<file path="config.mk">
export PLATFORM = sky130hd
export DESIGN_NAME = tts_ctrl
export DESIGN_NICKNAME = d
export VERILOG_FILES = /design/src/hdl/triangle_tangent_space_macros.svh /design/src/hdl/tts_pkg.sv /design/src/hdl/tts_ctrl.sv
export SDC_FILE = /design/constraint.sdc
export NUM_CORES = 1
export LEC_CHECK = 0
export BUFFER_PORTS_ARGS = -buffer_cell sky130_fd_sc_hd__buf_2
export CAP_MARGIN = 5
export CORE_AREA = 2 2 39 41
export DETAILED_ROUTE_END_ITERATION = 16
export DIE_AREA = 0 0 41 43
export PLACE_DENSITY = 0.68
export SETUP_SLACK_MARGIN = 0.02
export SLEW_MARGIN = 20
export SYNTH_ARGS = -nofsm -noshare
export SYNTH_HDL_FRONTEND = slang
export SYNTH_SLANG_ARGS = --single-unit
</file>
<file path="constraint.sdc">
create_clock -name clk -period 1.35 [get_ports clk]
set_clock_uncertainty 0.05 [all_clocks]
set_input_delay 0.0675 -clock clk [delete_from_list [all_inputs] [get_ports clk]]
set_output_delay 0.0675 -clock clk [all_outputs]
set_load 0.05 [all_outputs]
</file>
<file path="src/hdl/triangle_tangent_space_macros.svh">
// assertion macros for the tangent space block
`ifndef TRIANGLE_TANGENT_SPACE_MACROS_SVH
`define TRIANGLE_TANGENT_SPACE_MACROS_SVH
`ifndef SYNTHESIS
`define TTS_ASSERT_IMPL(label, clk, rst_n, ante, cons) \
  label: assert property (@(posedge clk) disable iff (!rst_n) (ante) |-> (cons)) \
    else $error("assertion failed");
`define TTS_ASSERT_NEXT(label, clk, rst_n, ante, cons) \
  label: assert property (@(posedge clk) disable iff (!rst_n) (ante) |=> (cons)) \
    else $error("assertion failed");
`else
`define TTS_ASSERT_IMPL(label, clk, rst_n, ante, cons)
`define TTS_ASSERT_NEXT(label, clk, rst_n, ante, cons)
`endif
`endif

</file>
<file path="src/hdl/tts_pkg.sv">
// shared types and constants for the tangent space block
package tts_pkg;
  localparam int unsigned POS_W = 32;
  localparam int unsigned TEX_W = 16;
  localparam int unsigned DET_W = 35;
  localparam int unsigned NUM_W = 52;
  localparam int unsigned QUO_W = 34;

  typedef enum logic [2:0] {
    ST_COLLECT,
    ST_DET,
    ST_NUM,
    ST_DIV,
    ST_STORE,
    ST_OUT
  } state_t;

  typedef struct packed {
    logic       take_corner;
    logic       calc_det;
    logic       calc_num;
    logic       div_start;
    logic       store_quo;
    logic       out_load;
    logic [2:0] comp_sel;
  } cmd_t;

  typedef struct packed {
    logic       det_zero;
    logic       div_done;
    logic [1:0] corner_cnt;
  } sts_t;
endpackage

</file>
<file path="src/hdl/tts_ctrl.sv">
// controller state machine for the tangent space block
module tts_ctrl (
  input  logic            clk,
  input  logic            rst_n,
  input  logic            in_valid,
  output logic            in_ready,
  input  logic            out_ready,
  output logic            out_valid,
  input  tts_pkg::sts_t   sts,
  output tts_pkg::cmd_t   cmd
);
  tts_pkg::state_t state_r, state_nxt;
  logic [2:0] comp_r, comp_nxt;

  always_ff @(posedge clk) begin
    if (!rst_n) begin
      state_r <= tts_pkg::ST_COLLECT;
      comp_r  <= 3'd0;
    end else begin
      state_r <= state_nxt;
      comp_r  <= comp_nxt;
    end
  end

  always_comb begin
    state_nxt = state_r;
    comp_nxt  = comp_r;
    unique case (state_r)
      tts_pkg::ST_COLLECT: begin
        if (in_valid && sts.corner_cnt == 2'd2) state_nxt = tts_pkg::ST_DET;
      end
      tts_pkg::ST_DET: begin
        comp_nxt  = 3'd0;
        state_nxt = tts_pkg::ST_NUM;
      end
      tts_pkg::ST_NUM: begin
        if (sts.det_zero) state_nxt = tts_pkg::ST_OUT;
        else state_nxt = tts_pkg::ST_DIV;
      end
      tts_pkg::ST_DIV: begin
        if (sts.div_done) state_nxt = tts_pkg::ST_STORE;
      end
      tts_pkg::ST_STORE: begin
        if (comp_r == 3'd5) begin
          state_nxt = tts_pkg::ST_OUT;
        end else begin
          comp_nxt  = comp_r + 3'd1;
          state_nxt = tts_pkg::ST_NUM;
        end
      end
      tts_pkg::ST_OUT: begin
        if (out_ready) state_nxt = tts_pkg::ST_COLLECT;
      end
      default: state_nxt = tts_pkg::ST_COLLECT;
    endcase
  end

  always_comb begin
    cmd = '0;
    cmd.comp_sel = comp_r;
    in_ready  = 1'b0;
    out_valid = 1'b0;
    unique case (state_r)
      tts_pkg::ST_COLLECT: begin
        in_ready = 1'b1;
        cmd.take_corner = in_valid;
      end
      tts_pkg::ST_DET:   cmd.calc_det = 1'b1;
      tts_pkg::ST_NUM: begin
        cmd.calc_num  = 1'b1;
        cmd.div_start = !sts.det_zero;
      end
      tts_pkg::ST_DIV:   ;
      tts_pkg::ST_STORE: cmd.store_quo = 1'b1;
      tts_pkg::ST_OUT:   out_valid = 1'b1;
      default: ;
    endcase
  end
endmodule

</file>
==> run_results.csv, run 1 <==
group,metric,value,unit
outcome,outcome,"finished clean",
clocking,clock_latency,0.24,ns
timing,period_share,97.1,%
finish,final_layout_size_suffix_gt1_share,57.7,%
yosys,synth_flop_cell,"dfxtp_1",
clocking,cts_tree,"done",
finish,antenna_cells,0,
timing,drv_slew,0,
die,dieWidth,41,um
finish,stdcell_count,94,
yosys,syn_avg_cell_area,8.01,um2
placed_design,placed_cells,86,
yosys,synthArstFlopShare,0,%
die,rows,14,
detailed_routing,wl_per_cell,11.4,um
global_route,grt_usage,12.5,%
clocking,cts_sinks,6,
detailed_routing,drt_pre_antenna_iters,4,
critical_path,cp-end-kind,"primary output",
critical_path,crit_fanout,6,
power,leakage,0.315,nW
clocking,ctsRootBufferMaster,"clkbuf_4",
critical_path,slowest_delay,0.35,ns
placed_design,port_buffers,17,
placed_design,hpwl,706,um
finish,final_core_util,52.3,%
global_route,grt_antenna_before_repair,0,
critical_path,crit_slowest_cell,"dfxtp_4",
finish,register_area,140,um2
yosys,synth_seq_cells,6,
clocking,cts_made_buffers,3,
clocking,clk_pin_slew,0.04,ns
timing,grt_setup_unrepaired,"yes",
finish,final_cell_area,723,um2
detailed_routing,vias,462,
die,core,0.00138,mm2
finish,multi_input_area,344,um2
global_route,grt_overflow,0,
critical_path,cp.arrival,1.19,ns
finish,n_fill_cell,134,
power,vdd_ir_drop_max,0.000504,V
finish,final_nets,90,
hold_path,hp-class,"input port to flip-flop",
critical_path,crit_chain,"buf_6 > nor3_4 > and2_4 > buf_8",
timing,finalHoldViolCount,0,
die,start_util,31.8,%
placed_design,gp_congestion,0.775,
detailed_routing,drt_iter0_drc,9,
global_route,grt_pass1_vias,390,
critical_path,crit_type,"flip-flop to primary output",
critical_path,required,1.23,ns
detailed_routing,drcViolationCount,0,
global_route,grt_max_degree,15,
yosys,synth_area,440,um2
yosys,synth.distinct_cells,29,
clocking,hold_buffers,0,
die,dieArea,0.00176,mm2
power,p_total,0.000662,W
yosys,ys_seq_area_share,27.3,%
detailed_routing,antenna_left,0,
clocking,clockBufferDepth,2,
die,fp.dieH,43,um
yosys,synth_nets,65,
timing,finalSetupViolations,0,
clocking,h-tree-depth,1,
critical_path,critPathLaunchType,"flip-flop",
timing,finalCriticalPeriod,1.31,ns
yosys,synth_edf_count,0,
die,pin_count,19,
yosys,yosys_warnings,0,
global_route,grt_pass1_wl,1510,um
timing,clock.fmax,763,MHz
detailed_routing,wirelength,1070,um
finish,syn2layout_area_growth,64.2,%
power,powerDensity,915,mW/mm2
placed_design,placed_area,582,um2
yosys,netlist_instances,55,
run,timing.max_cap.violations,0,
detailed_routing,viasPerCell,4.91,
==> state kept, by name (all words and copies together), names as in the netlist <==
name / flops
comp_r: 3
state_r: 3
==> worst max-delay path, delay by kind of cell (launching register included) <==
kind,cells,cell delay (ns)
buf+inv,2,0.25
simple gates,2,0.34
flops,1,0.35
==> through the flow <==
step                      setup TNS, ns  setup slack (ns)  hold slack (ns)
after global placement                0            0.0767            0.314
final                                 0            0.0389           0.0694
after global routing            -0.0315           -0.0170           0.0901
after detailed placement              0            0.0588            0.315
after CTS                             0            0.0208           0.0508
after floorplan                  -0.373            -0.108            0.179
==> path summary, 6_finish.rpt <==
kind | start | to | slack (ns) | depth (start not counted)
min | out_ready | state_r[2] | 0.07 | 4
max reg2reg | comp_r[1] | comp_r[0] | 0.09 | 6
max | state_r[2] | cmd[8] | 0.04 | 4
min reg2reg | comp_r[0] | comp_r[0] | 0.44 | 2
==> where the power goes <==
part | switching [W] | internal [W] | leakage (nW)
combinational | 0.000164 | 0.000125 | 0.249
sequential | 0.0000294 | 0.000184 | 0.0530
clock | 0.0000592 | 0.000100 | 0.0138
==> cell families after synthesis <==
| kind of cell | after synthesis | share of synthesized area [%] |
|---|---|---|
| other cells | 1 | 0.851 |
| fa+ha+maj | 2 | 5.68 |
| flops | 6 | 27.3 |
| mux | 2 | 4.55 |
| buf+inv | 6 | 7.38 |
| simple gates | 27 | 37.8 |
| compound gates | 11 | 16.5 |
==> final cells by class <==
| class | instances | area share (%) |
|---|---|---|
| clock buffers | 3 | 3.11 |
| repair buffers | 25 | 26.6 |
| flip-flops and latches | 6 | 19.4 |
| inverters | 1 | 0.519 |
| well taps | 16 | 2.77 |
| multi-input cells | 43 | 47.6 |
==> cells in the mapped netlist, types with 2 or more instances <==
cell type	number	share of area, %
nand2_1	7	6.0
buf_4	2	3.4
o21a_1	2	3.4
nand2b_1	2	2.8
nor3b_1	2	3.4
nor2_1	4	3.4
mux2i_1	2	4.5
ha_1	2	5.7
a31oi_1	2	2.8
dfxtp_1	6	27
o21ai_0	2	2.3
nand3b_1	4	6.8
buf_2	2	2.3
==> routing by layer <==
layer | vias to the layer above | routed length [um] | track usage, %
li1 | 235 | - | -
met5 | - | 0 | 0
met4 | 0 | 0 | 8.00
met3 | 0 | 56 | 1.57
met2 | 14 | 564 | 18.4
met1 | 213 | 448 | 16.1
==> cell usage in the layout (no fill, tap or decap), types with 2 or more instances in the layout <==
cell | Yosys | final
a31oi_1 | 2 | 2
buf_2 | 2 | 12
buf_4 | 2 | 6
buf_6 | 0 | 4
buf_8 | 0 | 2
clkbuf_4 | 0 | 3
dfxtp_4 | 0 | 5
mux2i_1 | 2 | 2
nand2_1 | 7 | 6
nand3b_1 | 4 | 4
nor2_1 | 4 | 4
nor3_4 | 0 | 2
o21a_1 | 2 | 2
o21ai_1 | 1 | 2
==> timing repair <==
action / in CTS / in global routing
endpoints found under the setup margin: 7 / 8
gates resized for setup: 13 / 9
pin swaps: 0 / 3
setup buffers: 0 / 5
No activity file was read; power rests on OpenSTA's default activity.
==> run 2, diff against run 1 <==
Settings changed: CELL_PAD_IN_SITES_DETAIL_PLACEMENT set to 1, CELL_PAD_IN_SITES_GLOBAL_PLACEMENT set to 1, CORE_AREA 2 2 39 41 to unset, CORE_ASPECT_RATIO set to 0.9, CORE_UTILIZATION set to 27, DIE_AREA 0 0 41 43 to unset, PLACE_DENSITY 0.68 to 0.79.
==> run 2 against run 1 <==
The flow now finishes with violations (setup timing). Setup slack got worse by 0.046 ns. Maximum frequency decreased by 3.4%. Global-route usage increased by 6.1 points. Sequential power decreased by 3%. Clock power increased by 23%. Design area increased by 6.9%. First-iteration DRC count increased by 78%. Non-clock buffer count increased by 3.
==> run_results.csv, run 2 (synthesis gave the netlist of run 1 again) <==
group,metric,value,unit
run,timing.max_cap.violations,0,
critical_path,worstRegToRegCells,6,
critical_path,cp.arrival,1.49,ns
finish,syn2layout_area_growth,75.6,%
critical_path,rr_endpoint,"comp_r[1]",
hold_path,hold_start,"out_ready",
finish,final_common_cell,"buf_2",
die,start_util,29.8,%
critical_path,r2r_slack,-0.007,ns
finish,final_nets,93,
power,combPwrFrac,44.2,%
global_route,grt_max_degree,10,
power,seqPwrFrac,28.7,%
detailed_routing,antenna_left,0,
clocking,cts_tree,"done",
detailed_routing,viasPerCell,4.60,
finish,final_layout_size_suffix_gt1_share,61.0,%
timing,finalCriticalPeriod,1.36,ns
power,swShare,40.5,%
power,p_int,0.000429,W
placed_design,port_buffers,17,
detailed_routing,drt_iter0_drc,16,
die,core,0.00148,mm2
hold_path,holdPathEnd,"state_r[2]",
critical_path,critPathBufInv,1,
critical_path,crit_slowest_cell,"dfxtp_4",
finish,antenna_cells,0,
die,pin_count,19,
clocking,clk_pin_slew,0.06,ns
clocking,h-tree-depth,1,
hold_path,min_delay_path_depth,4,
timing,clock.fmax,737,MHz
critical_path,crit_fanout,4,
die,rows,13,
placed_design,gp_congestion,0.648,
finish,reg_top3,"comp_r: 3 flops, state_r: 3 flops",
global_route,grt_pass1_wl,2200,um
power,powerDensity,932,mW/mm2
placed_design,placed_area,604,um2
finish,final_cell_mix,"buf_2, buf_4, buf_6",
clocking,ctsRootBufferMaster,"clkbuf_4",
critical_path,crit_type,"flip-flop to flip-flop",
clocking,clock_latency,0.26,ns
critical_path,r2r_start,"comp_r[1]",
power,p_sw,0.000291,W
critical_path,required,1.49,ns
finish,n_fill_cell,174,
placed_design,dp_worst_setup_slack,0.00967,ns
detailed_routing,wl_per_cell,14.8,um
global_route,grt_usage,18.5,%
hold_path,hp-class,"input port to flip-flop",
critical_path,slowest_delay,0.37,ns
critical_path,cp-end-kind,"flip-flop",
detailed_routing,vias,478,
detailed_routing,drcViolationCount,0,
timing,drv_slew,0,
finish,final_core_util,52.2,%
detailed_routing,drt_pre_antenna_iters,3,
power,leakage,0.321,nW
placed_design,hpwl,903,um
timing,finalSetupViolations,1,
timing,layout_setup_ws,-0.00748,ns
critical_path,crit_family,"flip-flops",
finish,final_cell_area,773,um2
power,p_total,0.000720,W
outcome,failed_checks,"setup timing",
die,fp.dieH,40.3,um
outcome,outcome,"finished, violations left",
global_route,grt_pass1_vias,433,
clocking,cts_sinks,6,
timing,grt_setup_unrepaired,"yes",
power,vdd_ir_drop_max,0.000592,V
clocking,clockBufferDepth,2,
die,dieArea,0.00180,mm2
timing,finalHoldViolCount,0,
global_route,grt_overflow,0,
power,p_clk_share,27.1,%
global_route,grt_antenna_before_repair,0,
critical_path,crit_chain,"inv_4 > ha_4 > nand2_2 > nand3b_1 > a21oi_4 > mux2i_1",
detailed_routing,wirelength,1540,um
clocking,cts_made_buffers,3,
die,dieWidth,44.6,um
timing,period_share,101,%
critical_path,critPathLaunchType,"flip-flop",
==> run 2: through the flow <==
step	cells	hold WS, ns	setup TNS, ns
2_1_floorplan	55	0.179	-0.373
3_3_place_gp	94	0.312	0
3_5_place_dp	94	0.318	0
4_1_cts	100	0.0509	0
5_1_grt	104	0.0898	-0.257
6_report	104	0.0660	-0.00748
==> run 2: area by class of cell <==
cell class / instances / area [um2] / share of cell area, %
multi-input combinational: 43 / 357 / 46.1
clock buffer: 4 / 26.3 / 3.40
tap: 22 / 27.5 / 3.56
timing repair buffer: 28 / 216 / 28.0
inverter: 1 / 6.26 / 0.809
sequential: 6 / 140 / 18.1
==> run 2: routing by layer <==
| metal | vias up | global-route usage [%] | routed length, um |
|---|---|---|---|
| met2 | 7 | 33.1 | 751 |
| met4 | 0 | 4.55 | 12 |
| met1 | 227 | 21.3 | 734 |
| li1 | 242 | - | - |
| met5 | - | 0 | 0 |
| met3 | 2 | 6.76 | 44 |
==> run 2: tightest hold or removal path, stage by stage <==
cell and delay [ns]:
buf_2 0.10, nor2b_4 0.04, nand2_1 0.05, o21ai_1 0.06
==> run 2: repair_timing <==
item	4_1_cts	5_1_grt
hold buffers	0	0
gates resized for setup	16	12
hold endpoints to repair	0	0
setup endpoints to repair	8	11
buffers inserted	2	4
pin swaps	3	5
==> run 2: power groups by stage <==
| stage | clock network (W) | registers (W) | logic [W] |
|---|---|---|---|
| 5_1_grt | 0.000209 | 0.000208 | 0.000336 |
| 4_1_cts | 0.000199 | 0.000204 | 0.000286 |
| 2_1_floorplan | 0 | 0.000195 | 0.000212 |
| 3_5_place_dp | 0 | 0.000206 | 0.000255 |
| 3_3_place_gp | 0 | 0.000206 | 0.000250 |
| 6_report | 0.000195 | 0.000206 | 0.000319 |
==> run 2: how the worst max path moves through the flow <==
stage               startpoint         end  slack (ns)  cells after the start
CTS                 state_r[1]      cmd[4]        0.02                      3
finish               comp_r[1]   comp_r[1]      -0.007                      6
global route         comp_r[1]   comp_r[1]       -0.07                      6
floorplan           state_r[0]  state_r[2]       -0.11                      5
global placement     comp_r[1]   comp_r[1]        0.07                      6
detailed placement   comp_r[1]   comp_r[1]        0.01                      6
==> run 3, diff against run 2 <==
Settings changed: ABC_AREA set to 1, CAP_MARGIN 5 to 20, CELL_PAD_IN_SITES_GLOBAL_PLACEMENT 1 to 2, CORE_UTILIZATION 27 to 20, PLACE_DENSITY 0.79 to 0.8.
==> run 3 against run 2 <==
The flow now finishes without violations. Sequential power is 9% higher. Non-clock buffer count is 8 lower. Die area is 37% higher. Clock-buffer cell count stayed put. Setup slack better by 0.076 ns. Sequential share of layout area is 0.60 points higher. Wire length is 20% lower. Core utilization is 17 points lower. Combinational power is 14% higher. Cell count is 11% higher.
==> run_results.csv, run 3 <==
group,metric,value,unit
yosys,yosys_warnings,0,
run,timing.max_cap.violations,0,
global_route,grt_pass1_wl,1920,um
yosys,synth_flop_cell,"dfxtp_1",
clocking,h-tree-depth,1,
global_route,grt_usage,11.5,%
power,combPwrFrac,46.5,%
critical_path,crit_type,"flip-flop to primary output",
critical_path,cp-end-kind,"primary output",
yosys,synth_common_cells,"nor2_1, nand2_1, inv_1",
power,swShare,45.5,%
detailed_routing,antenna_left,0,
clocking,clockBufferDepth,2,
clocking,clk_pin_slew,0.05,ns
hold_path,hold_start,"out_ready",
finish,syn2layout_area_growth,55.9,%
finish,register_area,133,um2
die,core,0.00203,mm2
detailed_routing,vias,475,
finish,reg_top3,"comp_r: 3 flops, state_r: 3 flops",
power,p_int,0.000425,W
yosys,synthMostInstantiatedCell,"nor2_1",
power,leakage,0.342,nW
global_route,grt_max_degree,7,
die,dieWidth,52.2,um
critical_path,r2r_slack,0.07,ns
power,vdd_ir_drop_max,0.000398,V
finish,final_cell_mix,"nor2_1, buf_2, inv_1, nand2_1",
timing,clock.fmax,780,MHz
finish,n_fill_cell,256,
critical_path,critPathLaunchType,"flip-flop",
detailed_routing,drt_iter0_drc,4,
clocking,clock_latency,0.25,ns
yosys,synth_area,454,um2
die,pin_count,19,
detailed_routing,viasPerCell,4.13,
finish,final_layout_size_suffix_gt1_share,53.3,%
detailed_routing,drt_pre_antenna_iters,4,
finish,antenna_cells,0,
finish,final_nets,101,
critical_path,slowest_delay,0.40,ns
detailed_routing,wirelength,1230,um
critical_path,crit_chain,"inv_2 > nor2_4 > nand2_2 > nor2_4 > buf_8",
global_route,grt_overflow,0,
yosys,netlist_instances,67,
outcome,outcome,"finished clean",
hold_path,hp-class,"input port to flip-flop",
die,fp.dieH,47.2,um
yosys,synth_top_area_share,26.4,%
yosys,syn_avg_cell_area,6.78,um2
timing,tns,0,ns
clocking,cts_sinks,6,
timing,finalCriticalPeriod,1.28,ns
placed_design,hpwl,994,um
yosys,synth.distinct_cells,21,
critical_path,cpMostUsedCell,"nor2_4",
yosys,synth_seq_cells,6,
yosys,yosys-top-cells-area,"dfxtp_1, nor2_1, nand2_1",
critical_path,required,1.23,ns
placed_design,gp_congestion,0.720,
clocking,ctsRootBufferMaster,"clkbuf_4",
power,powerDensity,1100,mW/mm2
yosys,synth_edf_count,0,
yosys,yosysTopAreaCell,"dfxtp_1",
timing,whs,0.153,ns
die,dieArea,0.00247,mm2
power,p_clk_share,24.7,%
timing,finalHoldViolCount,0,
yosys,synthArstFlopShare,0,%
timing,drv_slew,0,
critical_path,worstRegToRegCells,8,
critical_path,crit_fanout,5,
global_route,grt_pass1_vias,438,
critical_path,crit_slowest_cell,"dfxtp_4",
power,p_sw,0.000355,W
critical_path,r2r_start,"state_r[1]",
global_route,grt_antenna_before_repair,0,
finish,multi_input_area,318,um2
die,rows,15,
timing,finalSetupViolations,0,
die,start_util,22.4,%
clocking,cts_tree,"done",
clocking,cts_made_buffers,3,
power,seqPwrFrac,28.7,%
yosys,synth_nets,77,
timing,period_share,94.9,%
timing,grt_setup_unrepaired,"yes",
yosys,ys_seq_area_share,26.4,%
critical_path,rr_endpoint,"state_r[1]",
placed_design,port_buffers,17,
detailed_routing,wl_per_cell,10.7,um
hold_path,min_delay_path_depth,6,
critical_path,cp.arrival,1.16,ns
detailed_routing,drcViolationCount,0,
hold_path,holdPathEnd,"state_r[0]",
critical_path,crit_family,"flip-flops",
critical_path,critPathBufInv,2,
[run 3: worst max-delay path by stage]
stage	start	to	slack [ns]	depth (start not counted)
2_1_floorplan	state_r[1]	comp_r[0]	-0.05	6
3_3_place_gp	state_r[1]	state_r[2]	0.13	5
3_5_place_dp	state_r[1]	cmd[5]	0.13	5
4_1_cts	state_r[1]	cmd[5]	0.02	5
5_1_grt	state_r[0]	cmd[7]	0.007	3
6_report	state_r[1]	cmd[5]	0.07	5
[run 3: metrics by stage]
step	cell area [um2]	worst slack [ns]	total power (W)	utilization, %	cells
2_1_floorplan	492	-0.0535	0.000471	-	67
3_3_place_gp	601	0.126	0.000533	29.6	108
3_5_place_dp	601	0.134	0.000539	29.6	108
4_1_cts	672	0.0214	0.000772	33.1	114
5_1_grt	708	0.00732	0.000833	34.9	115
6_report	708	0.0682	0.000780	34.9	115
[run 3: kinds of logic (layout without fill, tap and decap cells)]
| logic type | count (synthesis) | after routing | synth area share, % |
|---|---|---|---|
| AND/OR/NAND/NOR | 36 | 36 | 43.5 |
| buffers and inverters | 14 | 37 | 12.4 |
| AO/OA/AOI/OAI | 7 | 7 | 9.36 |
| flip-flops | 6 | 6 | 26.4 |
| adder cells (fa/ha/maj) | 2 | 2 | 5.51 |
| other | 1 | 1 | 0.826 |
| XOR/XNOR | 1 | 1 | 1.93 |
[run 3: what timing repair did]
item                       CTS  global route
resized for setup           10             9
hold endpoints to repair     1             0
setup endpoints to repair    5             7
hold buffers                 1             0
pin swaps                    2             1
setup buffers                1             1
[run 3: worst min-delay path: cells and delay by family]
family,cells,cell delay [ns]
simple gates,4,0.25
buf+inv,2,0.10
[run 3: power groups by stage]
stage | clock network (W) | logic (W) | registers, W
2_1_floorplan | 0 | 0.000236 | 0.000235
3_3_place_gp | 0 | 0.000312 | 0.000222
3_5_place_dp | 0 | 0.000316 | 0.000223
4_1_cts | 0.000207 | 0.000345 | 0.000219
5_1_grt | 0.000214 | 0.000391 | 0.000228
6_report | 0.000193 | 0.000363 | 0.000224
[run 3: per-layer routing]
layer	GRT usage, %	vias up	share of wire [%]
li1	-	249	-
met1	14.9	205	50
met2	17.7	19	44
met3	0.971	2	4.5
met4	9.47	0	1.4
met5	0	-	0
[run 3: layout make-up]
cell class	instances	share of cell area, %
sequential	6	18.7
tap	25	4.42
timing repair buffer	20	20.7
clock buffer	4	3.71
inverter	13	7.60
multi-input combinational	47	44.9
